`config.mk`:
```
export PLATFORM = sky130hd
export DESIGN_NAME = fwms_win_stats
export DESIGN_NICKNAME = d
export VERILOG_FILES = /design/src/hw/rtl/flat_window_max_sum_defines.svh /design/src/hw/rtl/fwms_pkg.sv /design/src/hw/rtl/fwms_win_stats.sv
export SDC_FILE = /design/constraint.sdc
export NUM_CORES = 1
export LEC_CHECK = 0
export ABC_AREA = 1
export BUFFER_PORTS_ARGS = -buffer_cell sky130_fd_sc_hd__buf_2
export CAP_MARGIN = 10
export CORE_MARGIN = 3
export CORE_UTILIZATION = 25
export DETAILED_ROUTE_END_ITERATION = 10
export GPL_ROUTABILITY_DRIVEN = 0
export PLACE_DENSITY = 0.48
export SLEW_MARGIN = 40
export SYNTH_ARGS = -nofsm -noshare
export SYNTH_HDL_FRONTEND = slang
export SYNTH_SLANG_ARGS = --single-unit
```
`constraint.sdc`:
```
create_clock -name vclk -period 7.4
set_input_delay 0.74 -clock vclk [all_inputs]
set_output_delay 0.74 -clock vclk [all_outputs]
set_load 0.01 [all_outputs]
```
`src/hw/rtl/flat_window_max_sum_defines.svh`:
```
// Assertion macros used by the flat window search top level.
`ifndef FLAT_WINDOW_MAX_SUM_DEFINES_SVH
`define FLAT_WINDOW_MAX_SUM_DEFINES_SVH

// Same-cycle implication, disabled while reset is asserted.
`define FWMS_ASSERT_SAME(name, clk_s, rst_s, pre, post, msg) \
  name: assert property (@(posedge clk_s) disable iff (!rst_s) (pre) |-> (post)) \
    else $error(msg);

// Next-cycle implication, disabled while reset is asserted.
`define FWMS_ASSERT_NEXT(name, clk_s, rst_s, pre, post, msg) \
  name: assert property (@(posedge clk_s) disable iff (!rst_s) (pre) |=> (post)) \
    else $error(msg);

`endif

```
`src/hw/rtl/fwms_pkg.sv`:
```
// Types and constants of the flat window search block.
package fwms_pkg;

  localparam int SAMPLE_BITS    = 16;
  localparam int HEIGHT_BITS    = 16;
  localparam int MAX_WIDTH      = 1024;
  localparam int MAX_ROWS       = 1024;
  localparam int WIN_SIZE       = 3;
  localparam int WIN_TAPS       = WIN_SIZE * WIN_SIZE;
  localparam int LINES          = WIN_SIZE - 1;
  localparam int COL_BITS       = $clog2(MAX_WIDTH);
  localparam int ROW_BITS       = $clog2(MAX_ROWS);
  localparam int DIM_BITS       = 11;
  localparam int MIN_DIM        = 3;
  localparam int LIMIT_BITS     = 16;
  localparam int SUM_BITS       = SAMPLE_BITS + 4;
  localparam int OUT_SUM_BITS   = 20;
  localparam int LINE_WORD_BITS = LINES * SAMPLE_BITS;
  localparam int CMP_BITS       = 32;

  localparam int CFG_DATA_BITS  = 32;
  localparam int CFG_ADDR_BITS  = 4;
  localparam int REG_IDX_BITS   = CFG_ADDR_BITS - 2;

  localparam logic [REG_IDX_BITS-1:0] REG_FLATNESS_LIMIT = REG_IDX_BITS'(0);
  localparam logic [REG_IDX_BITS-1:0] REG_FRAME_WIDTH    = REG_IDX_BITS'(1);
  localparam logic [REG_IDX_BITS-1:0] REG_FRAME_HEIGHT   = REG_IDX_BITS'(2);

  typedef logic [SAMPLE_BITS-1:0]    sample_t;
  typedef logic [HEIGHT_BITS-1:0]    height_t;
  typedef logic [SUM_BITS-1:0]       sum_t;
  typedef logic [OUT_SUM_BITS-1:0]   out_sum_t;
  typedef logic [DIM_BITS-1:0]       dim_t;
  typedef logic [COL_BITS-1:0]       col_t;
  typedef logic [ROW_BITS-1:0]       row_t;
  typedef logic [LIMIT_BITS-1:0]     limit_t;
  typedef logic [LINE_WORD_BITS-1:0] line_word_t;

  typedef struct packed {
    sum_t    sum;
    sample_t mx;
    sample_t mn;
  } win_stats_t;

endpackage

```
`src/hw/rtl/fwms_win_stats.sv`:
```
// Sum, maximum and minimum of the nine samples of a 3x3 window.
module fwms_win_stats import fwms_pkg::*; (
  input  sample_t    win [WIN_TAPS],
  output win_stats_t stats
);

  function automatic sample_t max3(sample_t a, sample_t b, sample_t c);
    sample_t m;
    m = (a > b) ? a : b;
    return (m > c) ? m : c;
  endfunction

  function automatic sample_t min3(sample_t a, sample_t b, sample_t c);
    sample_t m;
    m = (a < b) ? a : b;
    return (m < c) ? m : c;
  endfunction

  sum_t    row_sum [WIN_SIZE];
  sample_t row_max [WIN_SIZE];
  sample_t row_min [WIN_SIZE];

  always_comb begin
    for (int r = 0; r < WIN_SIZE; r++) begin
      row_sum[r] = sum_t'(win[r*WIN_SIZE]) + sum_t'(win[r*WIN_SIZE+1])
                 + sum_t'(win[r*WIN_SIZE+2]);
      row_max[r] = max3(win[r*WIN_SIZE], win[r*WIN_SIZE+1], win[r*WIN_SIZE+2]);
      row_min[r] = min3(win[r*WIN_SIZE], win[r*WIN_SIZE+1], win[r*WIN_SIZE+2]);
    end
    stats.sum = row_sum[0] + row_sum[1] + row_sum[2];
    stats.mx  = max3(row_max[0], row_max[1], row_max[2]);
    stats.mn  = min3(row_min[0], row_min[1], row_min[2]);
  end

endmodule
```
==> metrics <==
status finished, violations left; failing checks negative setup slack; Starting Density 25.43%; Wirelength per Cell 17.68 um; CP arrival 6.99 ns; critical path's largest stage delay 0.38 ns; Hold Crit Class in -> out; Residual DRC 0; maximum number of pins on one net before global-route repair 33; critical path's slowest cell o41ai_4; Pins Over Slew Limit 0; final WL 45.50 mm; fin nets 2521; Register Area 0 sq um; IO buf count 196; clock buffers 0; max_slew headroom 48.19%; PD cells 354.4 mW/mm^2; maximum VDD drop 0.2575 mV; Final ANT Viol Nets 0; proportion of layout cells with a drive suffix above 1 37.46%; area grow syn2layout 56.56%; Critical Path Source Type primary input; Starting DRT DRC Count 698; FF+latch count 0; crit end category output pin; drt pass-1 iters 5; Total Routing Usage GR 20.03%; initial antenna violation count 5; IO Pins 196; Final setup viols 17; cells after synthesis 1554; crit path time final 7.733 ns; # Max-Cap Violations 0; # rows 74; die width 210.3 um; f_max 0.1293 GHz; hold-fix buffers at CTS 0; synth unique cells 39; Mean Syn Cell Area 6.713 sq um; Via Count 12.29k; Crit Path Max Fanout 8; setup ws final -0.3326 ns; Critical Path RT 6.66 ns; Post-Syn Nets 2031; Post-DP HPWL 39.10 mm; grt ovf 0; Slew @ Worst Pin 0.7690 ns; vias in the first global route 12.44k; Final period util 104.5%; overall power 0.005789 W; final hold slack 2.137 ns; Post-Syn Area 0.01043 sq mm; cell depth of the worst hold path 6; Die Y 210.3 um; RSZ-0062 raised after global routing yes; CP Class in -> out; Core Area 0.04102 sq mm; Antenna diodes 0; number of vias per cell 4.774; first-pass GRT wire length 69.51 mm; DIE AREA 0.04422 sq mm; Pleak 8.488 nW; sequential fraction of the synthesis area 0%; Yosys Warn Count 0; final number of hold-violating endpoints 0
==> final timing paths <==
| kind | from | end |
|---|---|---|
| setup / recovery | win[143] | stats[23] |
| hold / removal | win[14] | stats[14] |
==> critical path, delay by kind of cell <==
| family | cells | cell delay [ns] |
|---|---|---|
| AOI/OAI and AO/OA | 9 | 1.37 |
| adders and majority gates | 4 | 1.13 |
| buffers and inverters | 16 | 2.19 |
| and+or+nand+nor | 14 | 1.55 |
==> repair_timing <==
| action | 4_1_cts | 5_1_grt |
|---|---|---|
| resized for setup | 321 | 106 |
| buffers inserted | 35 | 14 |
| endpoints found under the hold margin | 0 | 0 |
| gates cloned | 15 | 2 |
| setup endpoints to repair | 32 | 32 |
| pin swaps | 75 | 74 |
==> cell usage after synthesis, drive strengths merged (3+ instances only) <==
cell	n	area share, %
a211oi	17	1.2
a21o	3	0.22
a21oi	93	4.5
buf	6	0.35
clkbuf	43	1.5
fa	110	21
ha	223	27
inv	215	7.7
nand2	433	16
nand3	39	1.9
nand4	20	1.2
nor2	54	1.9
nor3	9	0.43
o211ai	3	0.22
o21a	3	0.22
o21ai	244	12
o221a	6	0.65
o221ai	3	0.25
xnor2	4	0.34
xor2	10	0.84
==> power by group <==
part / total, W / internal [W] / switching (W)
Sequential: 0 / 0 / 0
Clock: 0 / 0 / 0
Combinational: 0.00579 / 0.00267 / 0.00312
==> final cells by class <==
class / instances / area, sq um
Tap cell: 532 / 665.6
Timing Repair Buffer: 535 / 4115
Fill cell: 4284 / 24680
Multi-Input combinational cell: 1292 / 10740
Inverter: 215 / 817.0
==> cells by family after synthesis <==
group | count (synthesis) | share of synthesized area (%)
AOI/OAI and AO/OA | 382 | 19.73
adders and majority gates | 333 | 47.85
buffers and inverters | 264 | 9.631
and+or+nand+nor | 561 | 21.61
xor gates and xnor gates | 14 | 1.175
==> cells in the final DEF (no fill, tap or decap), types with 25 or more instances in the layout <==
master / synthesis / routed
fa_1: 110 / 110
nand3_1: 39 / 36
nand2_4: 2 / 28
o21ai_0: 230 / 127
nand2_1: 428 / 373
ha_4: 0 / 25
a21oi_1: 92 / 79
nor2_1: 54 / 43
buf_4: 1 / 300
buf_2: 2 / 188
nand2_2: 3 / 32
inv_1: 215 / 203
o21ai_1: 14 / 41
ha_1: 223 / 197
o21ai_2: 0 / 56
==> routing by layer <==
layer	part of all wire [%]	track usage, %	up-vias
li1	-	-	6171
met1	45	27.69	5762
met2	47	34.28	291
met3	5.0	2.158	55
met4	2.0	3.464	10
met5	0.15	0	-
==> per-stage QoR <==
step / setup slack, ns / utilization [%] / cell area, sq um / instances / TNS (ns)
6_report: -0.3326 / 39.82 / 16330 / 2574 / -4.789
5_1_grt: -0.6577 / 39.82 / 16330 / 2574 / -15.58
4_1_cts: -0.1370 / 38.59 / 15830 / 2561 / -2.041
3_5_place_dp: -0.9647 / 34.51 / 14150 / 2515 / -23.45
3_3_place_gp: -0.8083 / 34.51 / 14150 / 2515 / -20.31
2_1_floorplan: 0.3914 / - / 10430 / 1554 / 0
(Power assumes the default switching activity.)
